<file path="config.mk">
export PLATFORM = sky130hd
export DESIGN_NAME = rv32sc_exec
export DESIGN_NICKNAME = d
export VERILOG_FILES = /design/src/design/rv32sc_pkg.sv /design/src/design/rv32sc_exec.sv
export SDC_FILE = /design/constraint.sdc
export NUM_CORES = 1
export LEC_CHECK = 0
export ABC_AREA = 1
export BUFFER_PORTS_ARGS = -buffer_cell sky130_fd_sc_hd__clkbuf_2
export CAP_MARGIN = 20
export CORE_AREA = 2 2 181 183
export DETAILED_ROUTE_END_ITERATION = 6
export DIE_AREA = 0 0 183 185
export PLACE_DENSITY = 0.78
export SYNTH_ARGS = -nofsm -noshare
export SYNTH_HDL_FRONTEND = slang
export SYNTH_SLANG_ARGS = --single-unit
</file>
<file path="constraint.sdc">
create_clock -name vclk -period 6.3
set_input_delay 0.945 -clock vclk [all_inputs]
set_output_delay 0.945 -clock vclk [all_outputs]
set_load 0.02 [all_outputs]
</file>
<file path="src/design/rv32sc_pkg.sv">
// ----------------------------------------------------------------------------
// rv32sc_pkg
// shared constants, instruction codes and the execute result record
// ----------------------------------------------------------------------------
package rv32sc_pkg;

  localparam int unsigned DMEM_BYTES_DEF = 4096;
  localparam int unsigned XLEN           = 32;
  localparam int unsigned NREGS          = 32;
  localparam int unsigned OUT_DATA_W     = 72;
  localparam int unsigned OUT_USER_W     = 3;

  // major opcodes
  localparam logic [6:0] OP_HALT   = 7'h00;
  localparam logic [6:0] OP_REG    = 7'h33;
  localparam logic [6:0] OP_IMM    = 7'h13;
  localparam logic [6:0] OP_LUI    = 7'h37;
  localparam logic [6:0] OP_LOAD   = 7'h03;
  localparam logic [6:0] OP_STORE  = 7'h23;
  localparam logic [6:0] OP_BRANCH = 7'h63;
  localparam logic [6:0] OP_JAL    = 7'h6F;

  // funct3 codes
  localparam logic [2:0] F3_ADD  = 3'h0;
  localparam logic [2:0] F3_XOR  = 3'h4;
  localparam logic [2:0] F3_OR   = 3'h6;
  localparam logic [2:0] F3_SR   = 3'h5;
  localparam logic [2:0] F3_BYTE = 3'h0;
  localparam logic [2:0] F3_WORD = 3'h2;
  localparam logic [2:0] F3_BEQ  = 3'h0;

  // funct7 codes
  localparam logic [6:0] F7_BASE = 7'h00;
  localparam logic [6:0] F7_ALT  = 7'h20;

  localparam logic [31:0] LUI_MASK = 32'hFFFFF000;

  typedef struct packed {
    logic [31:0] npc;
    logic        wr;
    logic [4:0]  rd;
    logic [31:0] val;
    logic        halt;
    logic        bad;
    logic        load;
    logic        store;
    logic        word;
    logic [31:0] addr;
    logic [31:0] sdata;
  } exec_t;

endpackage

</file>
<file path="src/design/rv32sc_exec.sv">
// ----------------------------------------------------------------------------
// rv32sc_exec
// decode and execute of one instruction: alu, immediates, next pc, addresses
// ----------------------------------------------------------------------------
module rv32sc_exec (
  input  logic [31:0]        instr,
  input  logic [31:0]        pc,
  input  logic [31:0]        a,
  input  logic [31:0]        b,
  output rv32sc_pkg::exec_t  res
);
  import rv32sc_pkg::*;

  logic [6:0]  op;
  logic [2:0]  f3;
  logic [6:0]  f7;
  logic [31:0] immi;
  logic [31:0] imms;
  logic [31:0] immb;
  logic [31:0] immj;
  logic [31:0] pc_inc;

  assign op     = instr[6:0];
  assign f3     = instr[14:12];
  assign f7     = instr[31:25];
  assign immi   = {{20{instr[31]}}, instr[31:20]};
  assign imms   = {{20{instr[31]}}, instr[31:25], instr[11:7]};
  assign immb   = {{19{instr[31]}}, instr[31], instr[7], instr[30:25], instr[11:8], 1'b0};
  assign immj   = {{11{instr[31]}}, instr[31], instr[19:12], instr[20], instr[30:21], 1'b0};
  assign pc_inc = pc + 32'd4;

  always_comb begin
    res       = '0;
    res.npc   = pc_inc;
    res.rd    = instr[11:7];
    res.word  = (f3 == F3_WORD);
    res.addr  = a + immi;
    res.sdata = b;
    case (op)
      OP_HALT: begin
        res.halt = 1'b1;
      end
      OP_REG: begin
        if (f7 == F7_BASE && f3 == F3_ADD) begin
          res.val = a + b;
          res.wr  = 1'b1;
        end else if (f7 == F7_BASE && f3 == F3_XOR) begin
          res.val = a ^ b;
          res.wr  = 1'b1;
        end else begin
          res.bad = 1'b1;
        end
      end
      OP_IMM: begin
        case (f3)
          F3_ADD: begin
            res.val = a + immi;
            res.wr  = 1'b1;
          end
          F3_XOR: begin
            res.val = a ^ immi;
            res.wr  = 1'b1;
          end
          F3_OR: begin
            res.val = a | immi;
            res.wr  = 1'b1;
          end
          F3_SR: begin
            if (f7 == F7_ALT) begin
              res.val = $unsigned($signed(a) >>> instr[24:20]);
              res.wr  = 1'b1;
            end else begin
              res.bad = 1'b1;
            end
          end
          default: begin
            res.bad = 1'b1;
          end
        endcase
      end
      OP_LUI: begin
        res.val = instr & LUI_MASK;
        res.wr  = 1'b1;
      end
      OP_LOAD: begin
        if (f3 == F3_BYTE || f3 == F3_WORD) begin
          res.load = 1'b1;
          res.wr   = 1'b1;
        end else begin
          res.bad = 1'b1;
        end
      end
      OP_STORE: begin
        res.addr = a + imms;
        if (f3 == F3_BYTE || f3 == F3_WORD) begin
          res.store = 1'b1;
        end else begin
          res.bad = 1'b1;
        end
      end
      OP_BRANCH: begin
        if (f3 == F3_BEQ) begin
          if (a == b) begin
            res.npc = pc + immb;
          end
        end else begin
          res.bad = 1'b1;
        end
      end
      OP_JAL: begin
        res.val = pc_inc;
        res.wr  = 1'b1;
        res.npc = pc + immj;
      end
      default: begin
        res.bad = 1'b1;
      end
    endcase
    // halt and illegal leave all state alone
    if (res.halt || res.bad) begin
      res.npc  = pc;
      res.wr   = 1'b0;
      res.load = 1'b0;
    end
    // x0 stays zero
    if (res.rd == 5'd0) begin
      res.wr = 1'b0;
    end
  end

endmodule

</file>
==> flow_metrics.tcl <==
set metrics [dict create \
    overflow 0 \
    grt_start_max_net_pins 45 \
    wire_per_inst_um 22.4 \
    finalSetupViolations 0 \
    globalplace.congestion 1.18 \
    fin_crit_sh 0.802 \
    startpoint_type "primary input" \
    syn_inst 3310 \
    setup_slack_ns 1.24 \
    initial_core_util 0.493 \
    syn-cell-area_um2 15800 \
    required_ns 5.35 \
    chipWidth_um 183 \
    ctsResizeCount 0 \
    fin_area_um2 17200 \
    critPathKind "primary input to output pin" \
    place_hpwl_um 72300 \
    drc 6 \
    ys_types 56 \
    postPlaceCellArea_um2 17200 \
    hold_viol_final 0 \
    critPathCaptureType "output pin" \
    rows 66 \
    worstHoldStart "b[8]" \
    routed_wl_um 87100 \
    cp_common_cell "nand2_1" \
    core-area_um2 32000 \
    fillerInstances 3733 \
    clock_buffers 0 \
    fmax_mhz 198 \
    post_cts_buffers 0 \
    cp_cell_sequence "clkbuf_2, inv_2, ha_1, a21oi_1, nand2_1, a21oi_1, nand3_1, nand2_1, nor2_1, o21ai_0, nand2_1, clkbuf_2" \
    area_growth_pct 8.80 \
    grt_usage 0.500 \
    ios 267 \
    rsz0062_at_grt "no" \
    antenna_left 0 \
    hold_path.class "primary input to output pin" \
    vias 23200 \
    hold_path_depth 2 \
    min_to "res[8]" \
    area.sequential_um2 0 \
    worstPathMaxFanout 24 \
    dp_slack_ns 1.53 \
    critPathSlowestCell "ha_1" \
    cpPeakStageDelay_ns 0.47 \
    fin_cells 3890 \
    grt_pass1_vias 20700 \
    finalCriticalPeriod_ns 5.06 \
    maxCapViolCount 0 \
    layout_commonest_cell "nand2_1" \
    slew_viol_final 0 \
    dp_cells 3888 \
    fin_tns_setup_ns 0 \
    ys_warn_count 0 \
    relSlewSlack 0.295 \
    vias_per_cell 5.96 \
    synth_fp_nets 3586 \
    firstDrtPassIters 7 \
    io_buffers 267 \
    multi_input_comb_area_um2 13300 \
    worstMarginPinSlew_ns 1.06 \
    antenna_found_initial 4 \
    ys_seq_area_frac 0 \
    arrival_ns 4.11 \
    drive_gt1_frac 0.0968 \
    violations "DRC" \
    grt_pass1_wl_um 127000 \
    status "finished, violations left" \
    synth.avg_cell_area_um2 4.77 \
    nFlopsAndLatches 0 \
    layout_common_cells "nand2_1, inv_1, nand3_1" \
    cts-hold-fix-buffers 0 \
    die_height_um 185 \
    nNetsFinal 3758 \
    drtIter0Drc 3181 \
    die_area_um2 33900 \
]
critical path, delay by kind of cell:
kind | cells | cell delay, ns
AO/OA/AOI/OAI | 3 | 1.23
adder cells (fa/ha/maj) | 1 | 0.47
buffers and inverters | 3 | 0.74
AND/OR/NAND/NOR | 5 | 0.72
cell type report:
cell class | instances | share of cell area
Multi-Input combinational cell | 2705 | 0.776
Inverter | 482 | 0.105
Timing Repair Buffer | 293 | 0.0891
Tap cell | 408 | 0.0297
Antenna cell | 2 | 0.000291
synthesized netlist by cell type (all sizes together):
library cell / count / share of area
nand2: 1251 / 0.30
inv: 481 / 0.11
nand3: 422 / 0.14
nor2: 333 / 0.081
a21oi: 182 / 0.058
ha: 143 / 0.11
o21ai: 123 / 0.039
buf: 80 / 0.032
nor3: 44 / 0.015
clkbuf: 43 / 0.010
xor2: 43 / 0.024
nand4: 26 / 0.011
o22ai: 23 / 0.0091
a21boi: 14 / 0.0067
or2: 13 / 0.0051
o211ai: 12 / 0.0057
o21bai: 12 / 0.0057
xnor2: 12 / 0.0078
nand3b: 8 / 0.0038
a21o: 7 / 0.0033
fa: 5 / 0.0063
nor4: 5 / 0.0033
o221ai: 5 / 0.0028
a22oi: 3 / 0.0014
and2: 3 / 0.0012
o21a: 3 / 0.0014
a31oi: 2 / 0.00079
a32oi: 2 / 0.0011
a211o: 1 / 0.00055
a211oi: 1 / 0.00048
a221oi: 1 / 0.00055
a31o: 1 / 0.00055
and3: 1 / 0.00040
clkinv: 1 / 0.00024
mux2i: 1 / 0.00063
nand2b: 1 / 0.00040
nor3b: 1 / 0.00079
o31ai: 1 / 0.00048
worst max path at each step:
stage	startpoint	endpoint	slack, ns	cells past startpoint
2_1_floorplan	instr[23]	res[50]	2.28	15
3_3_place_gp	instr[21]	res[76]	1.50	13
3_5_place_dp	instr[20]	res[76]	1.53	14
4_1_cts	instr[20]	res[76]	1.52	14
5_1_grt	instr[20]	res[76]	1.08	14
6_report	instr[31]	res[87]	1.24	12
stage by stage:
step / util / hold WS (ns)
2_1_floorplan: - / 2.00
3_3_place_gp: 0.537 / 2.13
3_5_place_dp: 0.537 / 2.13
4_1_cts: 0.537 / 2.13
5_1_grt: 0.537 / 2.13
6_report: 0.537 / 2.13
kinds of logic after synthesis:
| kind of cell | count (synthesis) | synth area share |
|---|---|---|
| AO/OA/AOI/OAI | 393 | 0.137 |
| XOR/XNOR | 55 | 0.0317 |
| adder cells (fa/ha/maj) | 148 | 0.120 |
| buffers and inverters | 605 | 0.157 |
| multiplexers | 1 | 0.000633 |
| AND/OR/NAND/NOR | 2108 | 0.554 |
layer usage:
metal,wire length (um),up-vias,track usage
met5,13,-,0
met3,11400,414,0.126
met4,8570,2,0.404
li1,-,10900,-
met2,34500,1717,0.731
met1,32600,10200,0.619
