$ cat config.mk
export PLATFORM = sky130hd
export DESIGN_NAME = rv32sc_regfile
export DESIGN_NICKNAME = d
export VERILOG_FILES = /design/src/design/rv32sc_pkg.sv /design/src/design/rv32sc_ram.sv /design/src/design/rv32sc_regfile.sv
export SDC_FILE = /design/constraint.sdc
export NUM_CORES = 1
export LEC_CHECK = 0
export ABC_AREA = 0
export BUFFER_PORTS_ARGS = -buffer_cell sky130_fd_sc_hd__buf_2
export CORE_ASPECT_RATIO = 1.75
export CORE_MARGIN = 2
export CORE_UTILIZATION = 60
export DETAILED_ROUTE_END_ITERATION = 10
export MAX_ROUTING_LAYER = met4
export PLACE_DENSITY = 0.87
export SKIP_LAST_GASP = 1
export SLEW_MARGIN = 20
export SYNTH_ARGS = -nofsm -noshare
export SYNTH_HDL_FRONTEND = slang
export SYNTH_SLANG_ARGS = --single-unit
export TNS_END_PERCENT = 1
$ cat constraint.sdc
create_clock -name clk -period 8.04 [get_ports clk]
set_clock_uncertainty 0.15 [all_clocks]
set_input_delay 0 -clock clk [delete_from_list [all_inputs] [get_ports clk]]
set_output_delay 0 -clock clk [all_outputs]
set_load 0.02 [all_outputs]
$ cat src/design/rv32sc_pkg.sv
// ----------------------------------------------------------------------------
// rv32sc_pkg
// shared constants, instruction codes and the execute result record
// ----------------------------------------------------------------------------
package rv32sc_pkg;

  localparam int unsigned DMEM_BYTES_DEF = 4096;
  localparam int unsigned XLEN           = 32;
  localparam int unsigned NREGS          = 32;
  localparam int unsigned OUT_DATA_W     = 72;
  localparam int unsigned OUT_USER_W     = 3;

  // major opcodes
  localparam logic [6:0] OP_HALT   = 7'h00;
  localparam logic [6:0] OP_REG    = 7'h33;
  localparam logic [6:0] OP_IMM    = 7'h13;
  localparam logic [6:0] OP_LUI    = 7'h37;
  localparam logic [6:0] OP_LOAD   = 7'h03;
  localparam logic [6:0] OP_STORE  = 7'h23;
  localparam logic [6:0] OP_BRANCH = 7'h63;
  localparam logic [6:0] OP_JAL    = 7'h6F;

  // funct3 codes
  localparam logic [2:0] F3_ADD  = 3'h0;
  localparam logic [2:0] F3_XOR  = 3'h4;
  localparam logic [2:0] F3_OR   = 3'h6;
  localparam logic [2:0] F3_SR   = 3'h5;
  localparam logic [2:0] F3_BYTE = 3'h0;
  localparam logic [2:0] F3_WORD = 3'h2;
  localparam logic [2:0] F3_BEQ  = 3'h0;

  // funct7 codes
  localparam logic [6:0] F7_BASE = 7'h00;
  localparam logic [6:0] F7_ALT  = 7'h20;

  localparam logic [31:0] LUI_MASK = 32'hFFFFF000;

  typedef struct packed {
    logic [31:0] npc;
    logic        wr;
    logic [4:0]  rd;
    logic [31:0] val;
    logic        halt;
    logic        bad;
    logic        load;
    logic        store;
    logic        word;
    logic [31:0] addr;
    logic [31:0] sdata;
  } exec_t;

endpackage

$ cat src/design/rv32sc_ram.sv
// ----------------------------------------------------------------------------
// rv32sc_ram
// generic single write port ram with one registered read port
// ----------------------------------------------------------------------------
module rv32sc_ram #(
  parameter int unsigned WIDTH = 8,
  parameter int unsigned DEPTH = 16
) (
  input  logic                     clk,
  input  logic                     we,
  input  logic [$clog2(DEPTH)-1:0] waddr,
  input  logic [WIDTH-1:0]         wdata,
  input  logic                     re,
  input  logic [$clog2(DEPTH)-1:0] raddr,
  output logic [WIDTH-1:0]         rdata
);

  logic [WIDTH-1:0] mem [DEPTH];

  always_ff @(posedge clk) begin
    if (we) begin
      mem[waddr] <= wdata;
    end
    if (re) begin
      rdata <= mem[raddr];
    end
  end

endmodule

$ cat src/design/rv32sc_regfile.sv
// ----------------------------------------------------------------------------
// rv32sc_regfile
// 32 x 32 register file, two ram copies for two read ports, written bits
// ----------------------------------------------------------------------------
module rv32sc_regfile (
  input  logic        clk,
  input  logic        rst,
  input  logic        rd_en,
  input  logic [4:0]  rs1,
  input  logic [4:0]  rs2,
  input  logic        we,
  input  logic [4:0]  wa,
  input  logic [31:0] wd,
  output logic [31:0] rdata1,
  output logic [31:0] rdata2
);
  import rv32sc_pkg::*;

  logic [NREGS-1:0] written;
  logic             ok1;
  logic             ok2;
  logic [XLEN-1:0]  q1;
  logic [XLEN-1:0]  q2;

  // an entry never written since reset reads as zero
  always_ff @(posedge clk) begin
    if (rst) begin
      written <= '0;
      ok1     <= 1'b0;
      ok2     <= 1'b0;
    end else begin
      if (we) begin
        written[wa] <= 1'b1;
      end
      if (rd_en) begin
        ok1 <= written[rs1];
        ok2 <= written[rs2];
      end
    end
  end

  rv32sc_ram #(.WIDTH(XLEN), .DEPTH(NREGS)) u_copy_a (
    .clk   (clk),
    .we    (we),
    .waddr (wa),
    .wdata (wd),
    .re    (rd_en),
    .raddr (rs1),
    .rdata (q1)
  );

  rv32sc_ram #(.WIDTH(XLEN), .DEPTH(NREGS)) u_copy_b (
    .clk   (clk),
    .we    (we),
    .waddr (wa),
    .wdata (wd),
    .re    (rd_en),
    .raddr (rs2),
    .rdata (q2)
  );

  assign rdata1 = ok1 ? q1 : '0;
  assign rdata2 = ok2 ? q2 : '0;

endmodule

==> results.sh, run 1 <==
export IMPL_coreArea_mm2=0.08415
export IMPL_synth_simple_gate_area_frac=0.01999
export IMPL_clk_pin_slew_worst_paths_ns=0.07
export IMPL_synth_xor_area_share=0
export IMPL_syn_area_per_cell_um2=22.57
export IMPL_cts_setup_buffers=0
export IMPL_fin_tns_setup_ns=0
export IMPL_tritoncts="built"
export IMPL_routed_wl_um=150000
export IMPL_ys_seq_elements=1122
export IMPL_fillers=4703
export IMPL_globalRouteOverflowTotal=0
export IMPL_power_switching_share=0.2231
export IMPL_grt_max_degree=149
export IMPL_die_y_um=388.7
export IMPL_finalWeightedCongestion=0.8306
export IMPL_hpwlAfterDp_um=73560
export IMPL_synthArstFlopShare=0
export IMPL_clockBufferDepth=3
export IMPL_dr_pass1_iters=7
export IMPL_wl_per_cell_um=42.30
export IMPL_fin_crit_sh=0.3893
export IMPL_synth_compound_area_frac=0.002416
export IMPL_dieArea_mm2=0.08702
export IMPL_hold_viol=0
export IMPL_instances_no_fill=3547
export IMPL_p_clk_frac=0.396
export IMPL_hold_class="in -> reg"
export IMPL_yosys_area_top_type_share=0.6438
export IMPL_ir_drop_mv=0.1863
export IMPL_drc_errors=0
export IMPL_cap_violations=0
export IMPL_grt_pass1_wl_um=213500
export IMPL_p_switching_mw=2.808
export IMPL_holdWs_ns=0.04467
export IMPL_clock_sinks=1122
export IMPL_crit_fanout=47
export IMPL_p_comb_frac=0.081
export IMPL_io_buffers=114
export IMPL_rsz0062_at_grt="no"
export IMPL_root_buffer="clkbuf_16"
export IMPL_synth_top_family_by_area="multiplexers"
export IMPL_ant_nets=0
export IMPL_synth_distinct_cells=24
export IMPL_grt_use_total=0.3647
export IMPL_ys_seq_area_frac=0.6572
export IMPL_syn_area_mm2=0.05075
export IMPL_dp_cells=3322
export IMPL_startpoint_type="input pin"
export IMPL_drive_above_1_share=0.4326
export IMPL_synth_edf_count=1088
export IMPL_antenna_found_initial=2
export IMPL_synth_area_leaders="edfxtp_1, mux4_2, mux2_2, dfxtp_1, and2_1"
export IMPL_syn_nets=2300
export IMPL_leakagePower_nw=17.71
export IMPL_nets=2441
export IMPL_slew_headroom=0.2248
export IMPL_synthCells=2249
export IMPL_h_tree_depth=3
export IMPL_crit_path_end_kind="flop"
export IMPL_yosys_area_top_type="edfxtp_1"
export IMPL_grt_pass1_vias=29567
export IMPL_vias=28490
export IMPL_cts_inserted_buffers=95
export IMPL_setup_violations_final=0
export IMPL_status="finished clean"
export IMPL_synthMuxAreaShare=0.3045
export IMPL_p_per_area_mw_per_mm2=223.0
export IMPL_drt_iter0_drc=4881
export IMPL_max_clock_freq_mhz=319.5
export IMPL_ys_flop_type="edfxtp_1"
export IMPL_tightestPinTransition_ns=1.163
export IMPL_synthAdderAreaFrac=0
export IMPL_worstSkewPairLatency_ns=0.72
export IMPL_internal_power_mw=9.778
export IMPL_crit_required_ns=8.32
export IMPL_ios=115
export IMPL_start_util=0.6031
export IMPL_final_max_slew_viol_count=0
export IMPL_die_x_um=223.9
export IMPL_period_minus_slack_ns=3.130
export IMPL_seqPwrFrac=0.523
export IMPL_rows=141
export IMPL_cp_data_arrival_time_ns=3.41
export IMPL_vias_per_cell=8.032
export IMPL_yosys_warnings=0
export IMPL_critPathKind="in -> reg"
export IMPL_layout_area_overhead_vs_synth_pct=11.20
## power groups by stage
stage	clock network, mW	registers [mW]	logic [mW]
after global placement	0	6.69	0.934
after floorplan	0	6.67	0.665
after global routing	5.18	6.58	1.05
after CTS	4.99	6.58	1.01
after detailed placement	0	6.70	0.967
final	4.99	6.58	1.01
## cells in the mapped netlist (all sizes together), types with 8 or more instances
cell / number
edfxtp: 1088
mux4: 640
nor2: 102
buf: 92
clkbuf: 73
and2: 66
mux2: 64
dfxtp: 34
mux2i: 32
nand2: 12
nand3: 10
a22oi: 8
## cells in the final DEF (no fill, tap or decap), types with 5 or more instances in the layout
cell           instances
a21oi_1                6
a22oi_1                8
and2_1                66
buf_12                 5
buf_2                105
buf_4                 49
buf_6                  5
bufinv_16             13
clkbuf_1              13
clkbuf_16            101
clkbuf_8               5
clkinv_2              17
clkinv_4               7
clkinvlp_4            11
dfxtp_1               32
dlygate4sd3_1         41
edfxtp_1            1088
mux2_2                64
mux2i_1               32
mux4_2               640
nand2_1               12
nand3_1               10
nand3b_1               5
nor2_1                70
nor2_4                32
## flip-flops by register name (all words and copies together) (netlist names)
name	flops
u_copy_b.rdata	32
u_copy_b.mem	992
u_copy_a.mem	32
u_copy_a.rdata	32
written	32
ok2	1
ok1	1
## layer usage
| metal | GRT usage | vias up | routed length [µm] |
|---|---|---|---|
| li1 | - | 10164 | - |
| met1 | 0.4314 | 14623 | 44130 |
| met2 | 0.5758 | 2962 | 75500 |
| met3 | 0.08413 | 741 | 19310 |
| met4 | 0.2211 | 0 | 11080 |
| met5 | - | - | 0 |
## through the flow
stage          worst slack [ns]  power [mW]  area (µm²)  utilization
2_1_floorplan             5.424       7.336       50750            -
3_3_place_gp              4.537       7.625       52590       0.6249
3_5_place_dp              4.467       7.668       52590       0.6249
4_1_cts                   4.865       12.58       56370       0.6699
5_1_grt                   4.741       12.82       56430       0.6706
6_report                  4.910       12.59       56440       0.6706
## final timing paths
check	startpoint	end	slack (ns)	cells past startpoint
min reg2reg	written[6]$_SDFFE_PP0P_	written[6]$_SDFFE_PP0P_	0.36	2
max reg2reg	u_copy_b.mem[29][18]$_DFFE_PP_	u_copy_b.rdata[18]$_DFFE_PP_	5.82	3
min	wa[1]	u_copy_b.mem[24][25]$_DFFE_PP_	0.04	3
max	rs1[0]	u_copy_a.rdata[17]$_DFFE_PP_	4.91	6
## worst max-delay path, cell delays in order
cell and delay (ns):
dlygate4sd3_1 0.56, buf_8 0.42, buf_4 0.86, mux4_2 0.62, mux4_2 0.50, mux2_2 0.32
## repair_timing
item	CTS	global route
gates resized for setup	0	0
hold buffers	41	0
endpoints found under the setup margin	0	0
endpoints found under the hold margin	1092	0
## cells by family after synthesis
kind of cell    Yosys count
buf+inv                 165
flops                  1122
compound gates           18
simple gates            208
mux                     736
## layout make-up
cell class,count,area (µm²),share of cell area
Antenna cell,4,10.01,0.0001774
Tap cell,1072,1341,0.02377
Clock inverter,59,732.0,0.01297
Clock buffer,119,2645,0.04687
Multi-Input combinational cell,962,16830,0.2983
Timing Repair Buffer,209,1520,0.02694
Sequential cell,1122,33350,0.5910
(Power assumes the default switching activity.)
==> run 2: changes to the inputs <==
--- a/config.mk
+++ b/config.mk
@@ -9,10 +9,10 @@
 export BUFFER_PORTS_ARGS = -buffer_cell sky130_fd_sc_hd__buf_2
 export CORE_ASPECT_RATIO = 1.75
 export CORE_MARGIN = 2
-export CORE_UTILIZATION = 60
+export CORE_UTILIZATION = 57
 export DETAILED_ROUTE_END_ITERATION = 10
 export MAX_ROUTING_LAYER = met4
-export PLACE_DENSITY = 0.87
+export PLACE_DENSITY = 0.86
 export SKIP_LAST_GASP = 1
 export SLEW_MARGIN = 20
 export SYNTH_ARGS = -nofsm -noshare
==> constraint.sdc (replaced) <==
create_clock -name clk -period 2.5 [get_ports clk]
set_clock_uncertainty 0.15 [all_clocks]
set_input_delay 0 -clock clk [delete_from_list [all_inputs] [get_ports clk]]
set_output_delay 0 -clock clk [all_outputs]
set_load 0.02 [all_outputs]
==> results.sh, run 2 (same netlist as run 1, synthesis figures left out) <==
export IMPL_drt_iter0_drc=4645
export IMPL_vias=28878
export IMPL_rsz0062_at_grt="no"
export IMPL_rows=144
export IMPL_hold_path_depth=4
export IMPL_io_buffers=114
export IMPL_fillers=5085
export IMPL_top_register="u_copy_b.mem"
export IMPL_root_buffer="clkbuf_16"
export IMPL_p_per_area_mw_per_mm2=689.0
export IMPL_slew_headroom=0.3652
export IMPL_dp_cells=3533
export IMPL_h_tree_depth=3
export IMPL_r2r_end="u_copy_b.rdata[22]$_DFFE_PP_"
export IMPL_die_x_um=229.6
export IMPL_die_y_um=398.7
export IMPL_period_minus_slack_ns=2.273
export IMPL_ios=115
export IMPL_fin_tns_setup_ns=0
export IMPL_final_max_slew_viol_count=0
export IMPL_grt_max_degree=50
export IMPL_finalWeightedCongestion=0.8836
export IMPL_start_util=0.5760
export IMPL_globalRouteOverflowTotal=0
export IMPL_most_common_layout_cells="edfxtp_1, mux4_2, buf_2"
export IMPL_crit_required_ns=2.35
export IMPL_p_comb_frac=0.088
export IMPL_ant_nets=0
export IMPL_grt_pass1_wl_um=217000
export IMPL_leakagePower_nw=18.45
export IMPL_clk_pin_slew_worst_paths_ns=0.07
export IMPL_fin_crit_sh=0.9091
export IMPL_regToRegSetupSlack_ns=0.24
export IMPL_worstHoldStart="rs1[0]"
export IMPL_drc_errors=0
export IMPL_hold_end="u_copy_a.rdata[11]$_DFFE_PP_"
export IMPL_grt_pass1_vias=30032
export IMPL_antenna_found_initial=6
export IMPL_crit_path_end_kind="output pin"
export IMPL_internal_power_mw=31.04
export IMPL_startpoint_type="flop"
export IMPL_clockBufferDepth=3
export IMPL_hold_class="in -> reg"
export IMPL_max_clock_freq_mhz=440.0
export IMPL_power_switching_share=0.2231
export IMPL_r2r_start="u_copy_b.mem[15][22]$_DFFE_PP_"
export IMPL_setup_violations_final=0
export IMPL_routed_wl_um=151900
export IMPL_seqPwrFrac=0.530
export IMPL_dr_pass1_iters=5
export IMPL_drive_above_1_share=0.4535
export IMPL_coreArea_mm2=0.08810
export IMPL_cts_setup_buffers=0
export IMPL_largest_reg_flops=992
export IMPL_critPathKind="reg -> out"
export IMPL_cts_inserted_buffers=94
export IMPL_place_area_mm2=0.05443
export IMPL_status="finished clean"
export IMPL_worstSkewPairLatency_ns=0.71
export IMPL_dieArea_mm2=0.09153
export IMPL_hpwlAfterDp_um=86610
export IMPL_final_common_cell="edfxtp_1"
export IMPL_instances_no_fill=3752
export IMPL_cp_data_arrival_time_ns=2.12
export IMPL_cap_violations=0
export IMPL_tritoncts="built"
export IMPL_multi_input_area_mm2=0.01683
export IMPL_final_cell_area_mm2=0.05799
export IMPL_crit_fanout=19
export IMPL_p_clk_frac=0.382
export IMPL_p_switching_mw=8.914
export IMPL_wl_per_cell_um=40.48
export IMPL_final_seq_area_mm2=0.03335
export IMPL_layout_area_overhead_vs_synth_pct=14.26
export IMPL_hold_viol=0
export IMPL_vias_per_cell=7.697
export IMPL_clock_sinks=1122
export IMPL_cts_resized=0
export IMPL_nets=2551
export IMPL_ir_drop_mv=0.6100
export IMPL_grt_use_total=0.3501
export IMPL_tightestPinTransition_ns=0.9522
export IMPL_rr_worst_depth=3
run 2: changes by cell type in the layout (fill, tap and decap cells not counted), sizes merged:
cell / before / now
clkinvlp: 11 / 6
clkbuf: 119 / 117
buf: 168 / 281
bufinv: 13 / 9
diode: 4 / 6
inv: 4 / 6
dlygate4sd3: 41 / 39
clkinv: 31 / 36
run 2: worst max path at each step:
stage | startpoint | to | slack (ns)
2_1_floorplan | wa[0] | u_copy_b.mem[24][0]$_DFFE_PP_ | -0.12
3_3_place_gp | rs1[0] | u_copy_a.rdata[1]$_DFFE_PP_ | 0.15
3_5_place_dp | rs1[0] | u_copy_a.rdata[2]$_DFFE_PP_ | 0.08
4_1_cts | ok1$_SDFFE_PP0P_ | rdata1[13] | 0.20
5_1_grt | u_copy_b.mem[18][5]$_DFFE_PP_ | u_copy_b.rdata[5]$_DFFE_PP_ | 0.24
6_report | ok1$_SDFFE_PP0P_ | rdata1[13] | 0.23
run 2: layout make-up:
| cell class | instances | area share |
|---|---|---|
| multi-input combinational | 962 | 0.2903 |
| clock buffer | 117 | 0.04477 |
| clock inverter | 57 | 0.009645 |
| timing repair buffer | 320 | 0.05463 |
| sequential | 1122 | 0.5752 |
| tap | 1168 | 0.02520 |
| antenna | 6 | 0.0002589 |
run 2: layer usage:
metal,share of wire,vias to the layer above,global-route usage
met5,0,-,-
met2,0.50,2827,0.5602
met3,0.12,752,0.07500
met4,0.081,0,0.2405
li1,-,10409,-
met1,0.30,14890,0.3979
run 2: repair_timing:
action,in CTS,in global routing
hold buffers,39,0
endpoints found under the hold margin,1143,0
setup endpoints to repair,0,0
run 2: critical path: stages, from the launching register on:
cell     delay [ns]
dfxtp_2        0.77
buf_12         0.26
and2_1         0.18
buf_2          0.17
run 2: power by group through the flow:
stage | logic, mW | registers, mW | clock network, mW
after floorplan | 2.14 | 21.5 | 0
after global placement | 3.26 | 21.5 | 0
after detailed placement | 3.37 | 21.6 | 0
after CTS | 3.49 | 21.2 | 15.3
after global routing | 3.64 | 21.2 | 15.9
final | 3.51 | 21.2 | 15.3
run 2: metrics by stage:
step	setup WS (ns)	util	hold WS (ns)	power, mW
2_1_floorplan	-0.1164	-	-0.05113	23.59
3_3_place_gp	0.1465	0.6177	0.3152	24.79
3_5_place_dp	0.07793	0.6177	0.3331	24.93
4_1_cts	0.1964	0.6580	0.01403	39.98
5_1_grt	0.2392	0.6582	0.04643	40.69
6_report	0.2272	0.6582	0.04780	39.95
